[src/design/gwm_pkg.sv]
// Shared constants, types and functions of the glob wildcard matcher.
package gwm_pkg;

    localparam int MAX_PATTERN = 32;
    localparam int MAX_RANGES  = 4;

    localparam int ACT_W  = MAX_PATTERN + 1;
    localparam int LEN_W  = $clog2(MAX_PATTERN + 1);
    localparam int PLEN_W = 6;
    localparam int POS_W  = 5;
    localparam int SLOT_W = 2;
    localparam int CHR_W  = 7;
    localparam int BYTE_W = 8;

    typedef enum logic [1:0] {
        OP_LOAD = 2'd0,
        OP_CHAR = 2'd1,
        OP_END  = 2'd2
    } op_e;

    typedef enum logic [1:0] {
        KIND_LITERAL = 2'd0,
        KIND_ONE     = 2'd1,
        KIND_STAR    = 2'd2,
        KIND_SET     = 2'd3
    } kind_e;

    typedef struct packed {
        logic [SLOT_W-1:0] slot;
        kind_e             kind;
        logic [CHR_W-1:0]  lo;
        logic [CHR_W-1:0]  hi;
    } cell_load_t;

    typedef struct packed {
        logic load_en;
        logic act_wr;
        logic act_val;
        logic act_rst;
        logic in_use;
    } cell_ctrl_t;

    // Propagate activity through star positions (parallel prefix).
    function automatic logic [ACT_W-1:0] close_stars(input logic [ACT_W-1:0] act,
                                                     input logic [MAX_PATTERN-1:0] star);
        logic [ACT_W-1:0] g;
        logic [ACT_W-1:0] p;
        logic [ACT_W-1:0] g_n;
        logic [ACT_W-1:0] p_n;
        g = act;
        p = {star, 1'b0};
        for (int d = 1; d < ACT_W; d = d * 2) begin
            g_n = g;
            p_n = p;
            for (int j = d; j < ACT_W; j++) begin
                g_n[j] = g[j] | (p[j] & g[j-d]);
                p_n[j] = p[j] & p[j-d];
            end
            g = g_n;
            p = p_n;
        end
        return g;
    endfunction

endpackage

[src/design/gwm_cell.sv]
// One pattern position: element kind, its character ranges and its active bit.
module gwm_cell
    import gwm_pkg::*;
(
    input  logic              aclk,
    input  logic              aresetn,
    input  cell_ctrl_t        ctrl,
    input  cell_load_t        load,
    input  logic [BYTE_W-1:0] character,
    input  logic              act_closed,
    input  logic              adv_in,
    output logic              adv_out,
    output logic              raw_next,
    output logic              star_eff,
    output logic              act_q
);

    kind_e                  kind_reg;
    logic [CHR_W-1:0]       lo_reg    [MAX_RANGES];
    logic [CHR_W-1:0]       hi_reg    [MAX_RANGES];
    logic [MAX_RANGES-1:0]  valid_reg;
    logic [MAX_RANGES-1:0]  valid_next;
    logic                   act_reg;
    logic [MAX_RANGES-1:0]  slot_hit;
    logic                   in_set;
    logic                   is_star;
    logic                   is_one;

    always_ff @(posedge aclk) begin
        if (ctrl.load_en) begin
            kind_reg          <= load.kind;
            lo_reg[load.slot] <= load.lo;
            hi_reg[load.slot] <= load.hi;
        end
    end

    always_comb begin
        if (load.slot == '0) begin
            valid_next = MAX_RANGES'(1);
        end else begin
            valid_next = valid_reg | (MAX_RANGES'(1) << load.slot);
        end
    end

    always_ff @(posedge aclk) begin
        if (!aresetn) begin
            valid_reg <= '0;
            act_reg   <= ctrl.act_rst;
        end else begin
            if (ctrl.load_en) begin
                valid_reg <= valid_next;
            end
            if (ctrl.act_wr) begin
                act_reg <= ctrl.act_val;
            end
        end
    end

    always_comb begin
        for (int s = 0; s < MAX_RANGES; s++) begin
            slot_hit[s] = valid_reg[s] && ({1'b0, lo_reg[s]} <= character)
                          && (character <= {1'b0, hi_reg[s]});
        end
    end

    assign in_set   = |slot_hit;
    assign is_star  = (kind_reg == KIND_STAR);
    assign is_one   = (kind_reg == KIND_ONE);
    assign star_eff = is_star & ctrl.in_use;
    assign adv_out  = ctrl.in_use & act_closed & ~is_star & (is_one | in_set);
    assign raw_next = (ctrl.in_use & act_closed & is_star) | adv_in;
    assign act_q    = act_reg;

endmodule

[src/design/gwm_out_buf.sv]
// Two-entry result buffer between the matcher and the result channel.
module gwm_out_buf
    import gwm_pkg::*;
(
    input  logic aclk,
    input  logic aresetn,
    input  logic push,
    input  logic push_data,
    input  logic m_ready,
    output logic m_valid,
    output logic m_matched,
    output logic full
);

    logic [1:0] cnt_reg;
    logic [1:0] cnt_next;
    logic       head_reg;
    logic       tail_reg;
    logic       pop;

    assign pop = (cnt_reg != 2'd0) & m_ready;

    always_comb begin
        cnt_next = cnt_reg;
        if (push && !pop) begin
            cnt_next = cnt_reg + 2'd1;
        end else if (pop && !push) begin
            cnt_next = cnt_reg - 2'd1;
        end
    end

    always_ff @(posedge aclk) begin
        if (!aresetn) begin
            cnt_reg <= 2'd0;
        end else begin
            cnt_reg <= cnt_next;
        end
    end

    always_ff @(posedge aclk) begin
        if (pop) begin
            if (cnt_reg == 2'd2) begin
                head_reg <= tail_reg;
            end else if (push) begin
                head_reg <= push_data;
            end
        end else if (push && cnt_reg == 2'd0) begin
            head_reg <= push_data;
        end
        if (push && ((cnt_reg == 2'd1 && !pop) || (cnt_reg == 2'd2 && pop))) begin
            tail_reg <= push_data;
        end
    end

    assign m_valid   = (cnt_reg != 2'd0);
    assign m_matched = head_reg;
    assign full      = (cnt_reg == 2'd2);

endmodule

[src/design/glob_wildcard_matcher.sv]
// Top level of the glob wildcard matcher: APB register, cell row and result buffer.
//
// Usage:
//   Input channel (s_valid/s_ready): each transfer carries one operation.
//   A load writes one range of the element at s_position; range slot 0 clears
//   the other slots. A name character advances the active-position vector of
//   the pattern by one byte. An end of name produces one result on m_matched
//   and re-arms the matcher for the next name.
//   Result channel (m_valid/m_ready): m_matched is 1 when the whole name
//   matched the whole pattern.
//   Configuration: APB register 0 at byte address 0 holds pattern_length.
//   Throughput: one input transfer per cycle while s_ready is high, loads, characters and ends alike;
//   the star closure is a parallel prefix across the row of cells.
//   Result: an end transfer registers its result in the result buffer, behind any result still waiting.
//   Stall: a two-entry result buffer absorbs results; s_ready drops only while
//   both entries are waiting on m_ready.
//   Reset: synchronous, active low; clears the length, all range valid bits,
//   the result buffer, and arms position 0. Pattern storage keeps its contents.
module glob_wildcard_matcher
    import gwm_pkg::*;
(
    input  logic              aclk,
    input  logic              aresetn,
    input  logic              psel,
    input  logic              penable,
    input  logic              pwrite,
    input  logic [2:0]        paddr,
    input  logic [31:0]       pwdata,
    output logic [31:0]       prdata,
    output logic              pready,
    input  logic              s_valid,
    output logic              s_ready,
    input  logic [1:0]        s_operation,
    input  logic [POS_W-1:0]  s_position,
    input  logic [SLOT_W-1:0] s_range_slot,
    input  logic [1:0]        s_kind,
    input  logic [CHR_W-1:0]  s_range_low,
    input  logic [CHR_W-1:0]  s_range_high,
    input  logic [BYTE_W-1:0] s_character,
    output logic              m_valid,
    input  logic              m_ready,
    output logic              m_matched
);

    logic [PLEN_W-1:0]      len_reg;
    logic [LEN_W-1:0]       eff_len;
    logic                   reg_sel;
    logic                   accept;
    logic                   do_load;
    logic                   do_char;
    logic                   do_end;
    logic                   buf_full;
    logic                   act_top_reg;
    logic [ACT_W-1:0]       keep;
    logic [MAX_PATTERN-1:0] in_use;
    logic [MAX_PATTERN-1:0] star_eff;
    logic [MAX_PATTERN-1:0] cell_act;
    logic [MAX_PATTERN-1:0] adv;
    logic [MAX_PATTERN-1:0] raw_cell;
    logic [ACT_W-1:0]       act_cur;
    logic [ACT_W-1:0]       act_closed;
    logic [ACT_W-1:0]       next_closed;
    logic [ACT_W-1:0]       rearm;
    logic [ACT_W-1:0]       act_new;
    logic                   matched_now;
    cell_load_t             load;

    // Configuration port
    assign pready  = 1'b1;
    assign reg_sel = (paddr[2] == 1'b0);
    assign prdata  = reg_sel ? {{(32-PLEN_W){1'b0}}, len_reg} : 32'd0;

    always_ff @(posedge aclk) begin
        if (!aresetn) begin
            len_reg <= '0;
        end else if (psel && penable && pwrite && pready && reg_sel) begin
            len_reg <= pwdata[PLEN_W-1:0];
        end
    end

    assign eff_len = (len_reg > PLEN_W'(MAX_PATTERN)) ? LEN_W'(MAX_PATTERN)
                                                      : LEN_W'(len_reg);

    always_comb begin
        for (int i = 0; i < ACT_W; i++) begin
            keep[i] = (LEN_W'(i) <= eff_len);
        end
        for (int i = 0; i < MAX_PATTERN; i++) begin
            in_use[i] = (LEN_W'(i) < eff_len);
        end
    end

    // Operation decode
    assign s_ready = ~buf_full;
    assign accept  = s_valid & s_ready;

    always_comb begin
        do_load = 1'b0;
        do_char = 1'b0;
        do_end  = 1'b0;
        unique case (s_operation)
            OP_LOAD: do_load = accept;
            OP_CHAR: do_char = accept;
            OP_END:  do_end  = accept;
            default: ;
        endcase
    end

    assign load.slot = s_range_slot;
    assign load.kind = kind_e'(s_kind);
    assign load.lo   = s_range_low;
    assign load.hi   = s_range_high;

    // Active vector and star closure
    assign act_cur     = {act_top_reg, cell_act} & keep;
    assign act_closed  = close_stars(act_cur, star_eff);
    assign next_closed = close_stars({adv[MAX_PATTERN-1], raw_cell}, star_eff);
    assign rearm       = close_stars(ACT_W'(1), star_eff);
    assign matched_now = act_closed[eff_len];
    assign act_new     = do_end ? rearm : next_closed;

    always_ff @(posedge aclk) begin
        if (!aresetn) begin
            act_top_reg <= 1'b0;
        end else if (do_char || do_end) begin
            act_top_reg <= act_new[MAX_PATTERN];
        end
    end

    for (genvar i = 0; i < MAX_PATTERN; i++) begin : g_cell
        cell_ctrl_t ctrl;
        logic       adv_in;

        assign ctrl.load_en = do_load & (s_position == POS_W'(i));
        assign ctrl.act_wr  = do_char | do_end;
        assign ctrl.act_val = act_new[i];
        assign ctrl.act_rst = (i == 0);
        assign ctrl.in_use  = in_use[i];

        if (i == 0) begin : g_first
            assign adv_in = 1'b0;
        end else begin : g_rest
            assign adv_in = adv[i-1];
        end

        gwm_cell u_cell (
            .aclk       (aclk),
            .aresetn    (aresetn),
            .ctrl       (ctrl),
            .load       (load),
            .character  (s_character),
            .act_closed (act_closed[i]),
            .adv_in     (adv_in),
            .adv_out    (adv[i]),
            .raw_next   (raw_cell[i]),
            .star_eff   (star_eff[i]),
            .act_q      (cell_act[i])
        );
    end

    gwm_out_buf u_out_buf (
        .aclk      (aclk),
        .aresetn   (aresetn),
        .push      (do_end),
        .push_data (matched_now),
        .m_ready   (m_ready),
        .m_valid   (m_valid),
        .m_matched (m_matched),
        .full      (buf_full)
    );

endmodule

[config.mk]
export PLATFORM = sky130hd
export DESIGN_NAME = glob_wildcard_matcher
export DESIGN_NICKNAME = d
export VERILOG_FILES = /design/src/design/gwm_pkg.sv /design/src/design/gwm_cell.sv /design/src/design/gwm_out_buf.sv /design/src/design/glob_wildcard_matcher.sv
export SDC_FILE = /design/constraint.sdc
export NUM_CORES = 2
export LEC_CHECK = 0
export BUFFER_PORTS_ARGS = -buffer_cell sky130_fd_sc_hd__buf_4
export CORE_ASPECT_RATIO = 1.1
export CORE_MARGIN = 2
export CORE_UTILIZATION = 45
export DETAILED_ROUTE_END_ITERATION = 8
export GPL_ROUTABILITY_DRIVEN = 0
export SLEW_MARGIN = 20
export SYNTH_ARGS = -nofsm -noshare
export SYNTH_HDL_FRONTEND = slang
export SYNTH_SLANG_ARGS = --single-unit
[constraint.sdc]
create_clock -name aclk -period 13.3 [get_ports aclk]
set_input_delay 1.33 -clock aclk [delete_from_list [all_inputs] [get_ports aclk]]
set_output_delay 1.33 -clock aclk [all_outputs]
set_load 0.05 [all_outputs]
==> summary.md <==
| Metric | Value |
|---|---|
| Status | finished clean |
| Clk_skew | 0.0586 ns |
| Final Max Tran Viols | 0 |
| CTS sink count | 2,027 |
| CTS Buf Count | 219 |
| CP bufs+invs | 3 |
| Crit-path leading delay family | compound AO/OA/AOI/OAI gates |
| Slowest cell on crit path | buf_4 |
| Leakage | 48.8 nW |
| CTS H-tree lvls | 4 |
| CTS Hold Bufs | 0 |
| Tcrit/Tclk final | 48.9% |
| Yosys top cell by area | edfxtp_1 |
| Slew HR | 24.6% |
| Die Area | 249,000 sq um |
| Synth area leaders | edfxtp_1 (51%), ha_1 (20%), inv_1 (3.7%), dfxtp_1 (3.1%), a21oi_1 (2.0%) |
| Via count | 76,400 |
| Post-synth ARST share | 0% |
| Number of global-route vias before repair | 76,100 |
| DRC Markers | 0 |
| # rows | 190 |
| Wire length per cell | 25.5 um |
| Net switching power | 3.40 mW |
| Post-CTS Setup Bufs | 0 |
| WS Path Type | in -> reg |
| Hold Crit Class | reg -> reg |
| CP endpoint kind | flip-flop |
| Peak per-stage delay on the critical path | 0.86 ns |
| R2R depth | 13 |
| Post-synth EDFFs | 1,858 |
| Setup TNS | 0 ns |
| Layout cells sized above 1 | 7.27% |
| Clk_lat worst skew | 0.89 ns |
| Core Region | 244,000 sq um |
| Seq pwr share | 49.2% |
| Initial Util | 45.3% |
| R2R Path End | g_cell[19].u_cell.act_q$_SDFFE_PN0P_ |
| Worst EP arrival | 7.26 ns |
| Reg2Reg Launch Point | len_reg[2]$_SDFFE_PN0P_ |
| Crit path launch type | input port |
| Power Dens Cells | 116 nW/um^2 |
| Non-Filler Instances | 12,800 |
| CP Depth | 15 |
| Critical-path cell list | buf_8 -> buf_4 -> buf_4 -> ha_1 -> nand4_1 -> o221ai_1 -> a21oi_1 -> o221ai_1 -> nor4bb_1 -> a2111oi_0 -> a311o_1 -> a221oi_2 -> a2bb2oi_1 -> and4b_1 -> a31oi_1 |
| Remaining Overflow, GRT | 0 |
| YS warnings | 0 |
| Peak VDD IR | 0.114 mV |
| Post-synthesis cell type count | 104 |
| Initial antenna violation count | 17 |
| Post-DRT Antenna Nets | 0 |
| Logic pwr share | 8.6% |
| DR vias/cell | 5.98 |
| Number of gates resized after cts | 0 |
| Post-synth top area share | 50.6% |
| Cell with the most instances after synthesis | edfxtp_1 |
| Root buf cell | clkbuf_16 |
| Register area share after synthesis | 53.7% |
| Overall Global Routing Usage | 25.9% |
| I/O Buffers | 55 |
| Net Sw Frac | 24.0% |
| Min Tclk post-route | 6.50 ns |
| CP endpoint | g_cell[31].u_cell.act_q$_SDFFE_PN0P_ |
| DP Cell Count | 12,400 |
| Largest net degree at the start of global routing | 82 |
| Worst-margin pin slew | 1.13 ns |
| Final setup fails | 0 |
| Fin nets | 11,200 |
| Area Overhead vs Synth | 11.2% |
| RSZ-0062 raised after global routing | no |
| First-pass GRT wire length | 479 mm |
| WP data required | 14.05 ns |
| Reg clk slew, reported paths | 0.06 ns |
| Syn avg cell area | 12.2 sq um |
| CTS max path bufs | 4 |
| Drt first pass iters | 9 |
| Synth Register Bits | 2,027 |
| Commonest cells in the netlist | edfxtp_1 (1,858), ha_1 (1,796), inv_1 (1,088) |
| Max-cap violations | 0 |
| Reg-to-reg slack, setup | 8.03 ns |
| Post-Route WL | 325 mm |
| Vert. Die Dim | 523 um |
| Main flop type after synthesis | edfxtp_1 |
| Mapped Area | 110,000 sq um |
| Critical Path Start | s_character[5] |
| Hpwl dp | 193 mm |
| Die X | 476 um |
| Fillers | 20,900 |
| Internal power | 10.8 mW |
| Top Ports | 111 |
| Top fanout value on the critical path | 39 |
| Final Hold Viols | 0 |
| DR iter-0 viols | 6,600 |
| Clock network fraction of total power | 42.2% |
| Mapped Cells | 9,053 |
| CTS tree | done |
| Achievable Freq | 154 MHz |
layout by cell type (no fill, tap or decap), types with 38 or more instances in the layout:
cell       count
clkinv_2      43
clkbuf_1      66
nor2_1       427
a21oi_1      441
nand4_1      255
nand3_1      319
nor2b_1      183
buf_4        138
o31ai_1       38
o221ai_1      55
nand2_1      263
clkbuf_16    221
o21ai_0      334
a21o_1        84
o221a_2       38
nand2b_1      98
o22ai_1      174
nor2_2       114
edfxtp_1    1858
a211oi_1      86
inv_1       1080
o211ai_1     123
o21a_1       183
a2111oi_0     72
ha_1        1796
nor4_1        46
dfxtp_1      169
nor3_1       103
a31oi_1       50
cells by family (layout without fill, tap and decap cells):
logic type / count (synthesis) / in the layout / synth area share [%]
flip-flops: 2027 / 2027 / 53.7
AO/OA/AOI/OAI: 1991 / 1991 / 12.2
AND/OR/NAND/NOR: 1991 / 1991 / 9.26
adder cells (fa/ha/maj): 1808 / 1808 / 20.5
buffers and inverters: 1219 / 1651 / 4.27
multiplexers: 9 / 9 / 0.0953
XOR/XNOR: 6 / 6 / 0.0477
other: 2 / 36 / 0.00681
how the worst min path moves through the flow:
stage	start	end	cells past startpoint
after global placement	g_cell[27].u_cell.valid_reg[0]$_SDFFE_PN0P_	g_cell[27].u_cell.valid_reg[0]$_SDFFE_PN0P_	1
after floorplan	g_cell[27].u_cell.valid_reg[0]$_SDFFE_PN0P_	g_cell[27].u_cell.valid_reg[0]$_SDFFE_PN0P_	1
after CTS	g_cell[27].u_cell.valid_reg[0]$_SDFFE_PN0P_	g_cell[27].u_cell.valid_reg[0]$_SDFFE_PN0P_	1
final	g_cell[27].u_cell.valid_reg[0]$_SDFFE_PN0P_	g_cell[27].u_cell.valid_reg[0]$_SDFFE_PN0P_	1
after global routing	g_cell[29].u_cell.valid_reg[0]$_SDFFE_PN0P_	g_cell[29].u_cell.valid_reg[0]$_SDFFE_PN0P_	1
after detailed placement	g_cell[27].u_cell.valid_reg[0]$_SDFFE_PN0P_	g_cell[27].u_cell.valid_reg[0]$_SDFFE_PN0P_	1
metal layers:
layer | vias to the layer above | global-route usage, % | wire (um)
li1 | 35000 | - | -
met1 | 37900 | 33.3 | 134000
met2 | 2628 | 43.7 | 155000
met3 | 813 | 3.35 | 20800
met4 | 4 | 11.1 | 15500
met5 | - | 0 | 17
power by group through the flow:
| stage | sequential [mW] | combinational (mW) | clock, mW |
|---|---|---|---|
| after floorplan | 7.12 | 0.628 | 0 |
| after global placement | 7.12 | 1.16 | 0 |
| after detailed placement | 7.12 | 1.20 | 0 |
| after CTS | 6.99 | 1.21 | 6.09 |
| after global routing | 6.99 | 1.33 | 6.33 |
| final | 6.99 | 1.21 | 5.99 |
stage by stage:
stage / cell area, sq um / util (%) / power [mW] / setup slack (ns) / hold WS (ns)
detailed placement: 115000 / 47.4 / 8.33 / 6.05 / 0.445
global placement: 115000 / 47.3 / 8.28 / 6.07 / 0.438
finish: 123000 / 50.3 / 14.2 / 6.80 / 0.464
global route: 123000 / 50.3 / 14.6 / 6.78 / 0.485
floorplan: 110000 / - / 7.75 / 6.67 / 0.433
CTS: 122000 / 50.2 / 14.3 / 6.95 / 0.459
final cells by class:
class | instances | area [sq um] | share of cell area, %
flip-flops and latches | 2027 | 59200 | 48.3
clock buffers | 306 | 6040 | 4.93
inverters | 1090 | 4150 | 3.38
diodes | 9 | 22.5 | 0.0184
clock inverters | 91 | 900 | 0.734
repair buffers | 164 | 1430 | 1.16
multi-input cells | 5832 | 46800 | 38.2
well taps | 3264 | 4080 | 3.33
Power figures use the tool's default switching activity.
